[config.mk]
export PLATFORM = sky130hd
export DESIGN_NAME = numeric_char_reference_decoder
export DESIGN_NICKNAME = d
export VERILOG_FILES = /design/src/design/ncrd_pkg.sv /design/src/design/numeric_char_reference_decoder.sv
export SDC_FILE = /design/constraint.sdc
export NUM_CORES = 1
export LEC_CHECK = 0
export ABC_AREA = 1
export BUFFER_PORTS_ARGS = -buffer_cell sky130_fd_sc_hd__buf_2
export CORE_ASPECT_RATIO = 1.25
export CORE_UTILIZATION = 45
export DETAILED_ROUTE_END_ITERATION = 10
export PLACE_DENSITY = 0.64
export SLEW_MARGIN = 20
export SYNTH_ARGS = -nofsm -noshare
export SYNTH_HDL_FRONTEND = slang
export SYNTH_SLANG_ARGS = --single-unit
[constraint.sdc]
create_clock -name clk -period 4.94 [get_ports clk]
set_clock_uncertainty 0.05 [all_clocks]
set_input_delay 0.741 -clock clk [delete_from_list [all_inputs] [get_ports clk]]
set_output_delay 0.741 -clock clk [all_outputs]
set_load 0.1 [all_outputs]
[src/design/ncrd_pkg.sv]
`default_nettype none
package ncrd_pkg;

	typedef enum logic [2:0] {
		PH_INITIAL   = 3'd0,
		PH_NUMBER    = 3'd1,
		PH_MAYBE_HEX = 3'd2,
		PH_HEX       = 3'd3,
		PH_DECIMAL   = 3'd4
	} phase_t;

	typedef enum logic [1:0] {
		ST_DECODED = 2'd0,
		ST_NOT_REF = 2'd1,
		ST_NAMED   = 2'd2,
		ST_NEED    = 2'd3
	} status_t;

	localparam int unsigned CharW = 21;
	localparam int unsigned CodeW = 32;
	localparam int unsigned StopW = 7;

	localparam logic [CharW-1:0] MaxCode = 21'h10FFFF;

	localparam logic [CharW-1:0] ChTab   = 21'h09;
	localparam logic [CharW-1:0] ChLf    = 21'h0A;
	localparam logic [CharW-1:0] ChFf    = 21'h0C;
	localparam logic [CharW-1:0] ChSpace = 21'h20;
	localparam logic [CharW-1:0] ChLt    = 21'h3C;
	localparam logic [CharW-1:0] ChAmp   = 21'h26;
	localparam logic [CharW-1:0] ChHash  = 21'h23;
	localparam logic [CharW-1:0] ChSemi  = 21'h3B;
	localparam logic [CharW-1:0] ChX     = 21'h78;
	localparam logic [CharW-1:0] ChXUp   = 21'h58;

	function automatic logic is_dec(input logic [CharW-1:0] c);
		return c >= 21'h30 && c <= 21'h39;
	endfunction

	function automatic logic is_hex_alpha(input logic [CharW-1:0] c);
		return (c >= 21'h61 && c <= 21'h66) || (c >= 21'h41 && c <= 21'h46);
	endfunction

	function automatic logic is_alpha(input logic [CharW-1:0] c);
		return (c >= 21'h61 && c <= 21'h7A) || (c >= 21'h41 && c <= 21'h5A);
	endfunction

endpackage
`default_nettype wire

[src/design/numeric_char_reference_decoder.sv]
// Pipeline: input register, then result register, offered on the master side.
// Throughput: one beat per cycle unless a result waits on a stalled receiver;
//   the decode is one pass from the input register into the result register,
//   with phase and value updated per beat.
// Reset (arst_n low): pipeline empty, phase initial, value zero, stop char 0.
`default_nettype none
module numeric_char_reference_decoder (
	input  wire logic        clk,
	input  wire logic        arst_n,
	input  wire logic        s_axis_tvalid,
	output logic             s_axis_tready,
	input  wire logic [23:0] s_axis_tdata,   // [20:0] char_code, rest zero
	input  wire logic        s_axis_tuser,   // [0] kind
	output logic             m_axis_tvalid,
	input  wire logic        m_axis_tready,
	output logic [39:0]      m_axis_tdata,   // [31:0] code_point, [32] char_consumed
	output logic [1:0]       m_axis_tuser,   // [1:0] status
	input  wire logic        cfg_valid,
	output logic             cfg_ready,
	input  wire logic [6:0]  cfg_data
);

	localparam int unsigned CharW = ncrd_pkg::CharW;
	localparam int unsigned AccW  = CharW + 5;

	logic [ncrd_pkg::StopW-1:0] stop_q;

	logic             valid_s1;
	logic             kind_s1;
	logic [CharW-1:0] char_s1;

	ncrd_pkg::phase_t phase_q, phase_d;
	logic [CharW-1:0] acc_q, acc_d;
	logic             inv_q, inv_d;

	logic             out_valid_q;
	ncrd_pkg::status_t out_status_q;
	logic [ncrd_pkg::CodeW-1:0] out_cp_q;
	logic             out_used_q;

	logic             res;
	ncrd_pkg::status_t res_status;
	logic [ncrd_pkg::CodeW-1:0] res_cp;
	logic             res_used;
	logic             out_free;
	logic             done_s1;
	logic             in_fire;

	logic [3:0]       digit;
	logic [AccW-1:0]  acc_x16, acc_x10;
	logic [AccW-1:0]  sum;
	logic             do_add;
	logic             base16;
	logic [ncrd_pkg::CodeW-1:0] cur_cp;

	assign cfg_ready = 1'b1;

	always_ff @(posedge clk or negedge arst_n) begin
		if (!arst_n) begin
			stop_q <= '0;
		end else if (cfg_valid) begin
			stop_q <= cfg_data;
		end
	end

	assign out_free      = !out_valid_q || m_axis_tready;
	assign done_s1       = !res || out_free;
	assign s_axis_tready = !valid_s1 || done_s1;
	assign in_fire       = s_axis_tvalid && s_axis_tready;

	always_ff @(posedge clk or negedge arst_n) begin
		if (!arst_n) begin
			valid_s1 <= 1'b0;
		end else if (s_axis_tready) begin
			valid_s1 <= s_axis_tvalid;
		end
	end

	always_ff @(posedge clk) begin
		if (in_fire) begin
			kind_s1 <= s_axis_tuser;
			char_s1 <= s_axis_tdata[CharW-1:0];
		end
	end

	// digit value: low nibble for 0-9, low nibble + 9 for a-f / A-F
	always_comb begin
		if (ncrd_pkg::is_dec(char_s1)) begin
			digit = char_s1[3:0];
		end else begin
			digit = char_s1[3:0] + 4'd9;
		end
	end

	assign acc_x16 = {acc_q, 4'b0} + AccW'(digit);
	assign acc_x10 = {2'b0, acc_q, 3'b0} + {4'b0, acc_q, 1'b0} + AccW'(digit);
	assign sum     = base16 ? acc_x16 : acc_x10;
	assign cur_cp  = inv_q ? '1 : ncrd_pkg::CodeW'(acc_q);

	always_comb begin
		phase_d    = phase_q;
		res        = 1'b0;
		res_status = ncrd_pkg::ST_NOT_REF;
		res_cp     = '0;
		res_used   = 1'b0;
		do_add     = 1'b0;
		base16     = 1'b0;
		if (kind_s1) begin
			res        = 1'b1;
			res_status = ncrd_pkg::ST_NEED;
		end else begin
			case (phase_q)
				ncrd_pkg::PH_NUMBER: begin
					if (char_s1 == ncrd_pkg::ChX || char_s1 == ncrd_pkg::ChXUp) begin
						phase_d = ncrd_pkg::PH_MAYBE_HEX;
					end else if (ncrd_pkg::is_dec(char_s1)) begin
						phase_d = ncrd_pkg::PH_DECIMAL;
						do_add  = 1'b1;
					end else begin
						res = 1'b1;
					end
				end
				ncrd_pkg::PH_MAYBE_HEX: begin
					if (ncrd_pkg::is_dec(char_s1) || ncrd_pkg::is_hex_alpha(char_s1)) begin
						phase_d = ncrd_pkg::PH_HEX;
						do_add  = 1'b1;
						base16  = 1'b1;
					end else begin
						res = 1'b1;
					end
				end
				ncrd_pkg::PH_HEX: begin
					base16 = 1'b1;
					if (ncrd_pkg::is_dec(char_s1) || ncrd_pkg::is_hex_alpha(char_s1)) begin
						do_add = 1'b1;
					end else begin
						res        = 1'b1;
						res_status = ncrd_pkg::ST_DECODED;
						res_cp     = cur_cp;
						res_used   = char_s1 == ncrd_pkg::ChSemi;
					end
				end
				ncrd_pkg::PH_DECIMAL: begin
					if (ncrd_pkg::is_dec(char_s1)) begin
						do_add = 1'b1;
					end else begin
						res        = 1'b1;
						res_status = ncrd_pkg::ST_DECODED;
						res_cp     = cur_cp;
						res_used   = char_s1 == ncrd_pkg::ChSemi;
					end
				end
				default: begin
					if (char_s1 == ncrd_pkg::ChTab || char_s1 == ncrd_pkg::ChLf ||
					    char_s1 == ncrd_pkg::ChFf || char_s1 == ncrd_pkg::ChSpace ||
					    char_s1 == ncrd_pkg::ChLt || char_s1 == ncrd_pkg::ChAmp) begin
						res = 1'b1;
					end else if (stop_q != '0 && char_s1 == CharW'(stop_q)) begin
						res = 1'b1;
					end else if (char_s1 == ncrd_pkg::ChHash) begin
						phase_d = ncrd_pkg::PH_NUMBER;
					end else if (ncrd_pkg::is_alpha(char_s1)) begin
						res        = 1'b1;
						res_status = ncrd_pkg::ST_NAMED;
					end else begin
						res = 1'b1;
					end
				end
			endcase
		end
	end

	always_comb begin
		acc_d = acc_q;
		inv_d = inv_q;
		if (res) begin
			acc_d = '0;
			inv_d = 1'b0;
		end else if (do_add && !inv_q) begin
			if (sum > AccW'(ncrd_pkg::MaxCode)) begin
				inv_d = 1'b1;
			end else begin
				acc_d = sum[CharW-1:0];
			end
		end
	end

	always_ff @(posedge clk or negedge arst_n) begin
		if (!arst_n) begin
			phase_q <= ncrd_pkg::PH_INITIAL;
			acc_q   <= '0;
			inv_q   <= 1'b0;
		end else if (valid_s1 && done_s1) begin
			phase_q <= res ? ncrd_pkg::PH_INITIAL : phase_d;
			acc_q   <= acc_d;
			inv_q   <= inv_d;
		end
	end

	always_ff @(posedge clk or negedge arst_n) begin
		if (!arst_n) begin
			out_valid_q <= 1'b0;
		end else if (out_free) begin
			out_valid_q <= valid_s1 && res;
		end
	end

	always_ff @(posedge clk) begin
		if (out_free && valid_s1 && res) begin
			out_status_q <= res_status;
			out_cp_q     <= res_cp;
			out_used_q   <= res_used;
		end
	end

	assign m_axis_tvalid = out_valid_q;
	assign m_axis_tdata  = {7'b0, out_used_q, out_cp_q};
	assign m_axis_tuser  = out_status_q;

endmodule
`default_nettype wire

==> metrics.md, run 1 <==
| Metric | Value |
|---|---|
| Outcome | `finished clean` |
| Normalized max-slew margin | `0.351` |
| Gr ovfl total | `0` |
| Clk root buf | `clkbuf_16` |
| Yosys warnings | `0` |
| Slack of the worst reg-to-reg path | `460 ps` |
| Max incr delay on CP | `460 ps` |
| Hold Slack | `463 ps` |
| CTS H-tree depth | `3` |
| Maximum vdd drop | `0.000190 V` |
| Crit path from | `char_s1[7]` |
| Die height | `132 um` |
| Cell depth of the worst flop-to-flop path | `29` |
| RD Place Congestion | `0.900` |
| Site Rows | `47` |
| First DRT Iteration DRCs | `306` |
| Final WS setup | `456 ps` |
| Sequential share of the synthesized area | `0.372` |
| Detail Route Antenna Nets | `0` |
| # IOs | `82` |
| Reg-to-reg endpoint | `acc_q[19]` |
| Final #Nets | `954` |
| Count of input and output buffers | `70` |
| Kind of critical path | `reg -> reg` |
| Worst-Margin Slew | `972 ps` |
| Final Power | `1.85 mW` |
| Post-DP Area | `6470 sq um` |
| Final hold viol count | `0` |
| Final setup violation count | `0` |
| Final period demand of the worst path | `4480 ps` |
| Flops & latches, synth | `81` |
| Vias in the first global route | `4,887` |
| Initial antenna violation count | `0` |
| TNS Setup | `0 ps` |
| Later-pin clock latency in the skew report | `340 ps` |
| Pwr/cell area | `274 nW/um^2` |
| Drt total wl | `14.1 mm` |
| Endpoint class of the critical path | `flop` |
| Global-route wire length before repair | `22.9 mm` |
| CTS tree | `built` |
| Max-Cap Viols | `0` |
| Worst Hold Class | `in -> async` |
| FF-to-FF Start | `char_s1[7]` |
| Die area | `14,000 sq um` |
| Vias per inst | `5.08` |
| Initial DRT Pass Iterations | `5` |
| DRC errors left | `0` |
| Maximum root-to-sink buffer count | `2` |
| Final Cycle Share | `0.908` |
| Critical Path RT | `5170 ps` |
| Initial Utilization | `0.460` |
| Avg Cell Area, Syn | `7.48 sq um` |
| Hpwl dp | `10.9 mm` |
| CP arrival | `4710 ps` |
| CP max stage cell | `edfxtp_1` |
| Most frequent CP cell | `nand2_1` |
| WL/cell | `13.5 um` |
| Area grow syn2layout | `11.0%` |
| Worst setup SP type | `flop` |
| Clock transition at path regs | `60 ps` |
| Synthesized cell area | `6090 sq um` |
| Core area | `13,200 sq um` |
| Syn Inst Count | `814` |
| Leakage power figure | `3.40 nW` |
| Unrepaired setup endpoints after global routing | `no` |
| Largest net degree at the start of global routing | `37` |
| Crit path to | `acc_q[19]` |
| Max-slew violation count | `0` |
| CP Max Fanout | `21` |
| GRT Util Overall | `0.208` |
| Share of layout cells above drive strength 1 | `0.142` |
| Finished layout cell area | `6760 sq um` |
| Cell variety after synth | `41` |
| F_max | `223 MHz` |
| Sink Count | `81` |
| Die X | `106 um` |
| Worst slack at placement | `227 ps` |
| DR vias | `5,316` |
| Total CTS buffers | `9` |
metrics by stage:
| stage | std cells | util |
|---|---|---|
| floorplan | 820 | - |
| global placement | 1030 | 0.489 |
| detailed placement | 1030 | 0.489 |
| CTS | 1046 | 0.510 |
| global route | 1046 | 0.511 |
| finish | 1047 | 0.511 |
placed cells by master, fill, tap and decap left out, types with 6 or more instances in the layout:
cell type and n:
a21oi_1 32, dfrtp_1 34, buf_2 70, clkbuf_16 9, ha_1 45, nor2_1 112
edfxtp_1 47, conb_1 8, o21ai_0 17, nor3_1 13, buf_4 6, nand4_1 11
inv_2 8, xnor2_1 8, a211oi_1 15, nand2_1 225, xor2_1 7, inv_1 90
nand3_1 60
worst max-delay path: cells and delay by family, from the launching register on:
family          cells  cell delay (ps)
flops               1              460
buf+inv             4              500
simple gates       20             2110
compound gates      2              380
fa+ha+maj           3              910
cells by family after synthesis:
logic type	Yosys count	share of synthesized area
AO/OA/AOI/OAI	82	0.0791
XOR/XNOR	15	0.0216
adder cells (fa/ha/maj)	47	0.0991
buffers and inverters	135	0.102
flip-flops	81	0.372
other	2	0.00123
AND/OR/NAND/NOR	452	0.325
cells in the mapped netlist, drive strengths merged:
library cell / number / share of area
nand2: 232 / 0.15
nor2: 119 / 0.080
inv: 98 / 0.060
nand3: 66 / 0.063
edfxtp: 47 / 0.23
ha: 45 / 0.092
dfrtp: 34 / 0.14
a21oi: 33 / 0.028
buf: 30 / 0.037
o21ai: 22 / 0.018
a211oi: 15 / 0.018
nor3: 14 / 0.012
nand4: 11 / 0.011
xnor2: 8 / 0.012
clkbuf: 7 / 0.0043
xor2: 7 / 0.010
nand3b: 4 / 0.0049
o21bai: 4 / 0.0049
nor4: 3 / 0.0031
o2111ai: 3 / 0.0043
o22ai: 3 / 0.0031
and2: 2 / 0.0025
conb: 2 / 0.0012
fa: 2 / 0.0066
o211ai: 1 / 0.0012
o31ai: 1 / 0.0012
or2: 1 / 0.0010
power breakdown:
group          switching (mW)  leakage (nW)  internal (mW)  total [mW]
registers              0.0224         0.916          0.769       0.792
logic                   0.374          2.35         0.0631       0.437
clock network           0.279         0.126          0.343       0.621
cell type report:
class / count / area, sq um
fillers: 1356 / 6470
flip-flops and latches: 81 / 2260
multi-input cells: 604 / 3240
well taps: 171 / 214
repair buffers: 76 / 395
clock buffers: 9 / 225
diodes: 1 / 2.50
clock inverters: 7 / 52.6
inverters: 98 / 368
how the worst min path moves through the flow:
| stage | endpoint | slack, ps | depth (start not counted) | from |
|---|---|---|---|---|
| 5_1_grt | char_s1[15] | 510 | 1 | s_axis_tdata[15] |
| 6_report | stop_q[3] | 460 | 1 | arst_n |
| 2_1_floorplan | acc_q[0] | 400 | 0 | arst_n |
| 3_5_place_dp | phase_q[1] | 500 | 2 | phase_q[1] |
| 4_1_cts | stop_q[2] | 500 | 1 | arst_n |
| 3_3_place_gp | phase_q[1] | 500 | 2 | phase_q[1] |
repair_timing:
item	4_1_cts	5_1_grt
buffers inserted	0	0
hold endpoints to repair	0	0
endpoints found under the setup margin	0	21
resized for setup	0	4
hold buffers	0	0
routing by layer:
layer,global-route usage,part of all wire
met1,0.232,0.40
met3,0.0277,0.030
met5,0,0
met2,0.387,0.53
met4,0.0941,0.035
sequential cells by signal, summed over array words and instances, names as in the netlist:
| name | cells |
|---|---|
| phase_q | 3 |
| out_cp_q | 22 |
| out_used_q | 1 |
| m_axis_tuser | 2 |
| char_s1 | 21 |
| kind_s1 | 1 |
| stop_q | 7 |
| valid_s1 | 1 |
| m_axis_tvalid | 1 |
| acc_q | 21 |
| inv_q | 1 |
No activity file was read; power rests on OpenSTA's default activity.
==> run 2: changes to the inputs <==
--- a/config.mk
+++ b/config.mk
@@ -9,8 +9,10 @@
 export BUFFER_PORTS_ARGS = -buffer_cell sky130_fd_sc_hd__buf_2
 export CORE_ASPECT_RATIO = 1.25
 export CORE_UTILIZATION = 45
+export CTS_BUF_LIST = sky130_fd_sc_hd__clkbuf_4 sky130_fd_sc_hd__clkbuf_8
 export DETAILED_ROUTE_END_ITERATION = 10
 export PLACE_DENSITY = 0.64
+export SETUP_SLACK_MARGIN = 0.2
 export SLEW_MARGIN = 20
 export SYNTH_ARGS = -nofsm -noshare
 export SYNTH_HDL_FRONTEND = slang
==> run 2 against run 1 <==
  * Final cell count up 0.19%
  * Sequential power about the same
  * Worst setup slack better by 170 ps
  * Via count is 0.30% higher
  * Largest cell class unchanged
  * Largest power group unchanged
==> metrics.md, run 2 (synthesized netlist as in run 1, its figures left out) <==
| Metric | Value |
|---|---|
| RD Place Congestion | `0.900 (unchanged)` |
| Max-slew violation count | `0 (unchanged)` |
| Antenna cells | `0 (was 1)` |
| Largest registers | `out_cp_q: 22 flops, acc_q: 21 flops, char_s1: 21 flops (unchanged)` |
| Final Cycle Share | `0.874 (was 0.908)` |
| Die X | `106 um (unchanged)` |
| Worst Hold Class | `in -> async (unchanged)` |
| Detail Route Antenna Nets | `0 (unchanged)` |
| Largest net degree at the start of global routing | `37 (unchanged)` |
| Normalized max-slew margin | `0.345 (was 0.351)` |
| Final WS setup | `623 ps (was 456 ps)` |
| GRT Util Overall | `0.208 (about the same)` |
| Most common cell after layout, fill and taps aside | `nand2_1 (unchanged)` |
| CTS H-tree depth | `3 (unchanged)` |
| Die area | `14,000 sq um (unchanged)` |
| Outcome | `finished clean (unchanged)` |
| FF-to-FF Start | `char_s1[7] (unchanged)` |
| Total CTS buffers | `9 (unchanged)` |
| Initial DRT Pass Iterations | `5 (unchanged)` |
| Final period demand of the worst path | `4320 ps (was 4480 ps)` |
| Critical Path RT | `5200 ps (was 5170 ps)` |
| Hpwl dp | `10.9 mm (unchanged)` |
| CP Max Fanout | `21 (unchanged)` |
| Drt total wl | `14.3 mm (was 14.1 mm)` |
| Core area | `13,200 sq um (unchanged)` |
| Most frequent cells in the layout | `nand2_1 (225), nor2_1 (111), inv_1 (90), buf_2 (70), nand3_1 (60) (was nand2_1 (225), nor2_1 (112), inv_1 (90), buf_2 (70), nand3_1 (60))` |
| Vias in the first global route | `4,853 (was 4,887)` |
| Vias per inst | `5.08 (about the same)` |
| Reg-to-reg endpoint | `acc_q[19] (unchanged)` |
| Clk root buf | `clkbuf_8 (was clkbuf_16)` |
| First DRT Iteration DRCs | `285 (was 306)` |
| CTS tree | `built (unchanged)` |
| Later-pin clock latency in the skew report | `370 ps (was 340 ps)` |
| CP arrival | `4570 ps (was 4710 ps)` |
| Gr ovfl total | `0 (unchanged)` |
| Cell depth of the worst flop-to-flop path | `29 (unchanged)` |
| F_max | `232 MHz (was 223 MHz)` |
| Die height | `132 um (unchanged)` |
| Max incr delay on CP | `450 ps (was 460 ps)` |
| Clock transition at path regs | `90 ps (was 60 ps)` |
| # IOs | `82 (unchanged)` |
| Kind of critical path | `reg -> reg (unchanged)` |
| Worst slack at placement | `227 ps (unchanged)` |
| Number of placed cells counting well taps | `1,030 (unchanged)` |
| Cts hold-fix bufs | `0 (unchanged)` |
| Final std cells w/o fill | `1,049 (was 1,047)` |
| Final #Nets | `957 (was 954)` |
| Maximum root-to-sink buffer count | `2 (unchanged)` |
| Max-Cap Viols | `0 (unchanged)` |
| Unrepaired setup endpoints after global routing | `no (unchanged)` |
| Initial antenna violation count | `0 (unchanged)` |
| Global-route wire length before repair | `22.9 mm (about the same)` |
| Sink Count | `81 (unchanged)` |
| WL/cell | `13.6 um (was 13.5 um)` |
| Worst-Margin Slew | `982 ps (was 972 ps)` |
| Final hold viol count | `0 (unchanged)` |
| Max reg flops | `22 (unchanged)` |
| Count of input and output buffers | `70 (unchanged)` |
| Share of layout cells above drive strength 1 | `0.147 (was 0.142)` |
| Maximum vdd drop | `0.000207 V (was 0.000190 V)` |
| Worst setup SP type | `flop (unchanged)` |
| Endpoint class of the critical path | `flop (unchanged)` |
| Most flop-heavy register | `out_cp_q (unchanged)` |
| Final Power | `1.68 mW (was 1.85 mW)` |
| Most frequent CP cell | `nand2_1 (unchanged)` |
| CP max stage cell | `edfxtp_1 (unchanged)` |
| Area grow syn2layout | `10.1% (was 11.0%)` |
| Final setup violation count | `0 (unchanged)` |
| Initial Utilization | `0.460 (unchanged)` |
| Pwr/cell area | `251 nW/um^2 (was 274 nW/um^2)` |
| DRC errors left | `0 (unchanged)` |
| Site Rows | `47 (unchanged)` |
| Slack of the worst reg-to-reg path | `620 ps (was 460 ps)` |
| DR vias | `5,332 (was 5,316)` |
| Hold Slack | `441 ps (was 463 ps)` |
| TNS Setup | `0 ps (unchanged)` |
| Leakage power figure | `3.37 nW (was 3.40 nW)` |
==> run 2: cell types whose count changed in the layout (fill, tap and decap cells not counted), sizes merged <==
cell	change
buf	+3
diode	-1
==> run 2: cell type report <==
type | count | area [sq um]
repair buffers | 79 | 425
inverters | 98 | 368
fillers | 1353 | 6530
flip-flops and latches | 81 | 2260
clock inverters | 7 | 52.6
clock buffers | 9 | 124
multi-input cells | 604 | 3260
well taps | 171 | 214
==> run 2: power by group <==
group | internal, mW | leakage, nW | total (mW) | switching, mW
sequential | 0.768 | 0.916 | 0.790 | 0.0213
combinational | 0.0667 | 2.37 | 0.445 | 0.379
clock | 0.185 | 0.0799 | 0.445 | 0.261
total | 1.02 | 3.37 | 1.68 | 0.660
==> run 2: worst max-delay path: cells and delay by family (launching register included) <==
family	cells	cell delay, ps
buf+inv	4	420
fa+ha+maj	3	890
simple gates	20	2120
compound gates	2	340
flops	1	450
==> run 2: repair_timing <==
| item | 4_1_cts | 5_1_grt |
|---|---|---|
| setup endpoints to repair | 1 | 22 |
| gates resized for setup | 1 | 9 |
| buffers inserted | 0 | 3 |
==> run 2: worst max path at each step <==
stage	startpoint	slack, ps	endpoint	cells after the start
floorplan	char_s1[6]	1080	acc_q[0]	30
global placement	char_s1[7]	270	acc_q[16]	29
detailed placement	char_s1[7]	230	acc_q[18]	27
CTS	char_s1[7]	260	acc_q[19]	27
global route	char_s1[7]	230	acc_q[4]	28
finish	char_s1[7]	620	acc_q[19]	29
==> run 2: routing by layer <==
| layer | vias to the layer above | track usage | wire (um) |
|---|---|---|---|
| met5 | - | 0 | 0 |
| met4 | 0 | 0.0841 | 429 |
| met3 | 24 | 0.0316 | 472 |
| met2 | 123 | 0.390 | 7700 |
| met1 | 2428 | 0.233 | 5670 |
| li1 | 2757 | - | - |
==> run 2: stage by stage <==
stage               utilization  instance area, sq um
floorplan                     -                  6110
global placement          0.489                  6470
detailed placement        0.489                  6470
CTS                       0.502                  6650
global route              0.507                  6700
finish                    0.507                  6700
==> run 3: changes to the inputs <==
--- a/config.mk
+++ b/config.mk
@@ -7,11 +7,14 @@
 export LEC_CHECK = 0
 export ABC_AREA = 1
 export BUFFER_PORTS_ARGS = -buffer_cell sky130_fd_sc_hd__buf_2
+export CELL_PAD_IN_SITES_DETAIL_PLACEMENT = 1
+export CELL_PAD_IN_SITES_GLOBAL_PLACEMENT = 2
 export CORE_ASPECT_RATIO = 1.25
-export CORE_UTILIZATION = 45
+export CORE_UTILIZATION = 35
 export CTS_BUF_LIST = sky130_fd_sc_hd__clkbuf_4 sky130_fd_sc_hd__clkbuf_8
 export DETAILED_ROUTE_END_ITERATION = 10
-export PLACE_DENSITY = 0.64
+export PLACE_DENSITY = 0.83
+export RECOVER_POWER = 25
 export SETUP_SLACK_MARGIN = 0.2
 export SLEW_MARGIN = 20
 export SYNTH_ARGS = -nofsm -noshare
==> run 3 against run 2 <==
  * The flow now finishes with violations (capacitance limit, slew limit)
  * Die area up 28%
  * Non-clock buffer count up 6
  * Sequential power barely moved
  * Fmax decreased by 0.84%
  * Combinational power up 3%
  * Global-route usage barely moved
  * Cell area rose by 2.7%
  * Via count is 5.2% higher
  * Routed wire length rose by 24%
  * Clock power up 29%
==> metrics.md, run 3 (synthesized netlist as in run 1, its figures left out) <==
| Metric | Value |
|---|---|
| Sequential power share | `0.434 (was 0.470)` |
| DR vias | `5,609 (was 5,332)` |
| Final #Nets | `963 (was 957)` |
| DRC errors left | `0 (unchanged)` |
| TNS Setup | `0 ps (unchanged)` |
| Failing checks | `capacitance limit, slew limit` |
| Sw Pwr | `0.669 mW (was 0.660 mW)` |
| Die X | `120 um (was 106 um)` |
| Kind of critical path | `reg -> reg (unchanged)` |
| CTS H-tree depth | `3 (unchanged)` |
| Vias in the first global route | `6,040 (was 4,853)` |
| Global-route wire length before repair | `29.3 mm (was 22.9 mm)` |
| CP arrival | `4570 ps (about the same)` |
| Area of the multi-input gates | `3270 sq um (was 3260 sq um)` |
| Number of placed cells counting well taps | `1,086 (was 1,030)` |
| Fin util | `0.407 (was 0.507)` |
| Later-pin clock latency in the skew report | `370 ps (about the same)` |
| First DRT Iteration DRCs | `190 (was 285)` |
| CTS tree | `built (unchanged)` |
| CP Max Fanout | `21 (unchanged)` |
| Endpoint class of the critical path | `flop (unchanged)` |
| Register area | `2260 sq um (unchanged)` |
| Initial Utilization | `0.360 (was 0.460)` |
| Count of input and output buffers | `70 (unchanged)` |
| Initial DRT Pass Iterations | `4 (was 5)` |
| Hold Crit Start | `s_axis_tdata[14]` |
| # IOs | `82 (unchanged)` |
| Gr ovfl total | `0 (unchanged)` |
| Normalized max-slew margin | `-0.338 (was 0.345)` |
| Comb pwr share | `0.252 (was 0.265)` |
| Maximum root-to-sink buffer count | `2 (unchanged)` |
| Antenna cells | `0 (unchanged)` |
| Sink Count | `81 (unchanged)` |
| Hold Path Sink | `char_s1[14]` |
| Vias per inst | `5.08 (about the same)` |
| Most common cell after layout, fill and taps aside | `nand2_1 (unchanged)` |
| Most frequent cells in the layout | `nand2_1 (223), nor2_1 (111), inv_1 (88), buf_2 (68), nand3_1 (59) (was nand2_1 (225), nor2_1 (111), inv_1 (90), buf_2 (70), nand3_1 (60))` |
| Reg-to-reg endpoint | `acc_q[1] (was acc_q[19])` |
| Final setup violation count | `0 (unchanged)` |
| Initial antenna violation count | `0 (unchanged)` |
| Clk pwr share | `0.314 (was 0.265)` |
| Clk root buf | `clkbuf_8 (unchanged)` |
| Final WS setup | `586 ps (was 623 ps)` |
| Final Cycle Share | `0.881 (was 0.874)` |
| Slack of the worst reg-to-reg path | `590 ps (was 620 ps)` |
| Worst Hold Class | `in -> reg (was in -> async)` |
| Area grow syn2layout | `13.1% (was 10.1%)` |
| GRT Util Overall | `0.208 (about the same)` |
| Cell depth of the worst flop-to-flop path | `27 (was 29)` |
| Final hold viol count | `0 (unchanged)` |
| Unrepaired setup endpoints after global routing | `no (unchanged)` |
| Largest registers | `out_cp_q: 22 flops, acc_q: 21 flops, char_s1: 21 flops (unchanged)` |
| Max reg flops | `22 (unchanged)` |
| Die height | `149 um (was 132 um)` |
| Int Power | `1.16 mW (was 1.02 mW)` |
| Clock transition at path regs | `90 ps (about the same)` |
| Sw frac | `0.367 (was 0.393)` |
| Hold Path Depth | `1` |
| Filler cell count | `2,183 (was 1,353)` |
| Critical Path RT | `5150 ps (was 5200 ps)` |
| Die area | `17,900 sq um (was 14,000 sq um)` |
| Drt total wl | `17.7 mm (was 14.3 mm)` |
| Worst slack at placement | `110 ps (was 227 ps)` |
| FF-to-FF Start | `char_s1[0] (was char_s1[7])` |
| RD Place Congestion | `0.931 (was 0.900)` |
| F_max | `230 MHz (was 232 MHz)` |
| Core area | `16,900 sq um (was 13,200 sq um)` |
| Final period demand of the worst path | `4350 ps (was 4320 ps)` |
| Pwr/cell area | `265 nW/um^2 (was 251 nW/um^2)` |
| WL/cell | `16.0 um (was 13.6 um)` |
| Largest net degree at the start of global routing | `37 (unchanged)` |
| Max-Cap Viols | `1 (was 0)` |
| Share of layout cells above drive strength 1 | `0.158 (was 0.147)` |
| Site Rows | `53 (was 47)` |
| Final std cells w/o fill | `1,104 (was 1,049)` |
| Worst-Margin Slew | `2010 ps (was 982 ps)` |
| Worst setup SP type | `flop (unchanged)` |
| Maximum vdd drop | `0.000297 V (was 0.000207 V)` |
| Max-slew violation count | `35 (was 0)` |
| Total CTS buffers | `9 (unchanged)` |
| Hpwl dp | `13.9 mm (was 10.9 mm)` |
| Detail Route Antenna Nets | `0 (unchanged)` |
| Leakage power figure | `3.45 nW (was 3.37 nW)` |
| Outcome | `finished with violations (was finished clean)` |
| Most flop-heavy register | `out_cp_q (unchanged)` |
[run 3: worst max path at each step]
| stage | slack, ps | startpoint | endpoint |
|---|---|---|---|
| finish | 590 | char_s1[0] | acc_q[1] |
| global route | 210 | char_s1[7] | acc_q[4] |
| CTS | 230 | char_s1[7] | acc_q[1] |
| detailed placement | 110 | char_s1[13] | acc_q[1] |
| global placement | 250 | char_s1[16] | acc_q[3] |
| floorplan | 1080 | char_s1[6] | acc_q[0] |
[run 3: critical path, stage by stage, from the launching register on]
cell      delay [ps]
edfxtp_1         510
inv_2            200
nand2_1          170
nand2_1           90
nand4_1           90
o21ai_0           80
nand2_1          110
o21ai_2          180
inv_1             70
ha_1             280
ha_2             220
inv_1             80
fa_1             410
nand3b_1         190
nand3_2          110
buf_4            120
nand3_1          110
nand4_1          120
nand3_1          140
nor2_1           130
nor2_1            60
nor2_1           160
nand2_2          100
nand2_4          100
nand2_2           70
buf_12           170
nand2_1           70
nand2_1           60
[run 3: timing repair]
| item | in CTS | in global routing |
|---|---|---|
| hold buffers | 0 | 0 |
| buffers inserted | 0 | 2 |
| endpoints found under the setup margin | 21 | 21 |
| pin swaps | 0 | 2 |
| gates resized for setup | 2 | 13 |
[run 3: metal layers]
metal | wire [um] | track usage | vias up
met3 | 312 | 0.0213 | 27
li1 | - | - | 2756
met4 | 393 | 0.0606 | 0
met1 | 7340 | 0.232 | 2749
met5 | 0 | 0 | -
met2 | 9630 | 0.409 | 77
[run 3: through the flow]
step | total power, mW | hold WS, ps | cell area [sq um]
global route | 1.89 | 487 | 6890
detailed placement | 1.27 | 500 | 6590
floorplan | 1.19 | 395 | 6110
CTS | 1.84 | 441 | 6830
global placement | 1.26 | 492 | 6590
finish | 1.82 | 499 | 6890
[run 3: final cells by class]
type                            count  share of cell area
Tap cell                          220              0.0400
Clock buffer                       11              0.0220
Timing Repair Buffer               85              0.0692
Clock inverter                      5              0.0125
Multi-Input combinational cell    604               0.474
Sequential cell                    81               0.329
Inverter                           98              0.0534
[run 3: power groups by stage]
stage	clock network (mW)	logic, mW	registers, mW
detailed placement	0	0.459	0.807
CTS	0.583	0.460	0.793
global placement	0	0.451	0.804
finish	0.573	0.459	0.792
floorplan	0	0.230	0.961
global route	0.605	0.484	0.799
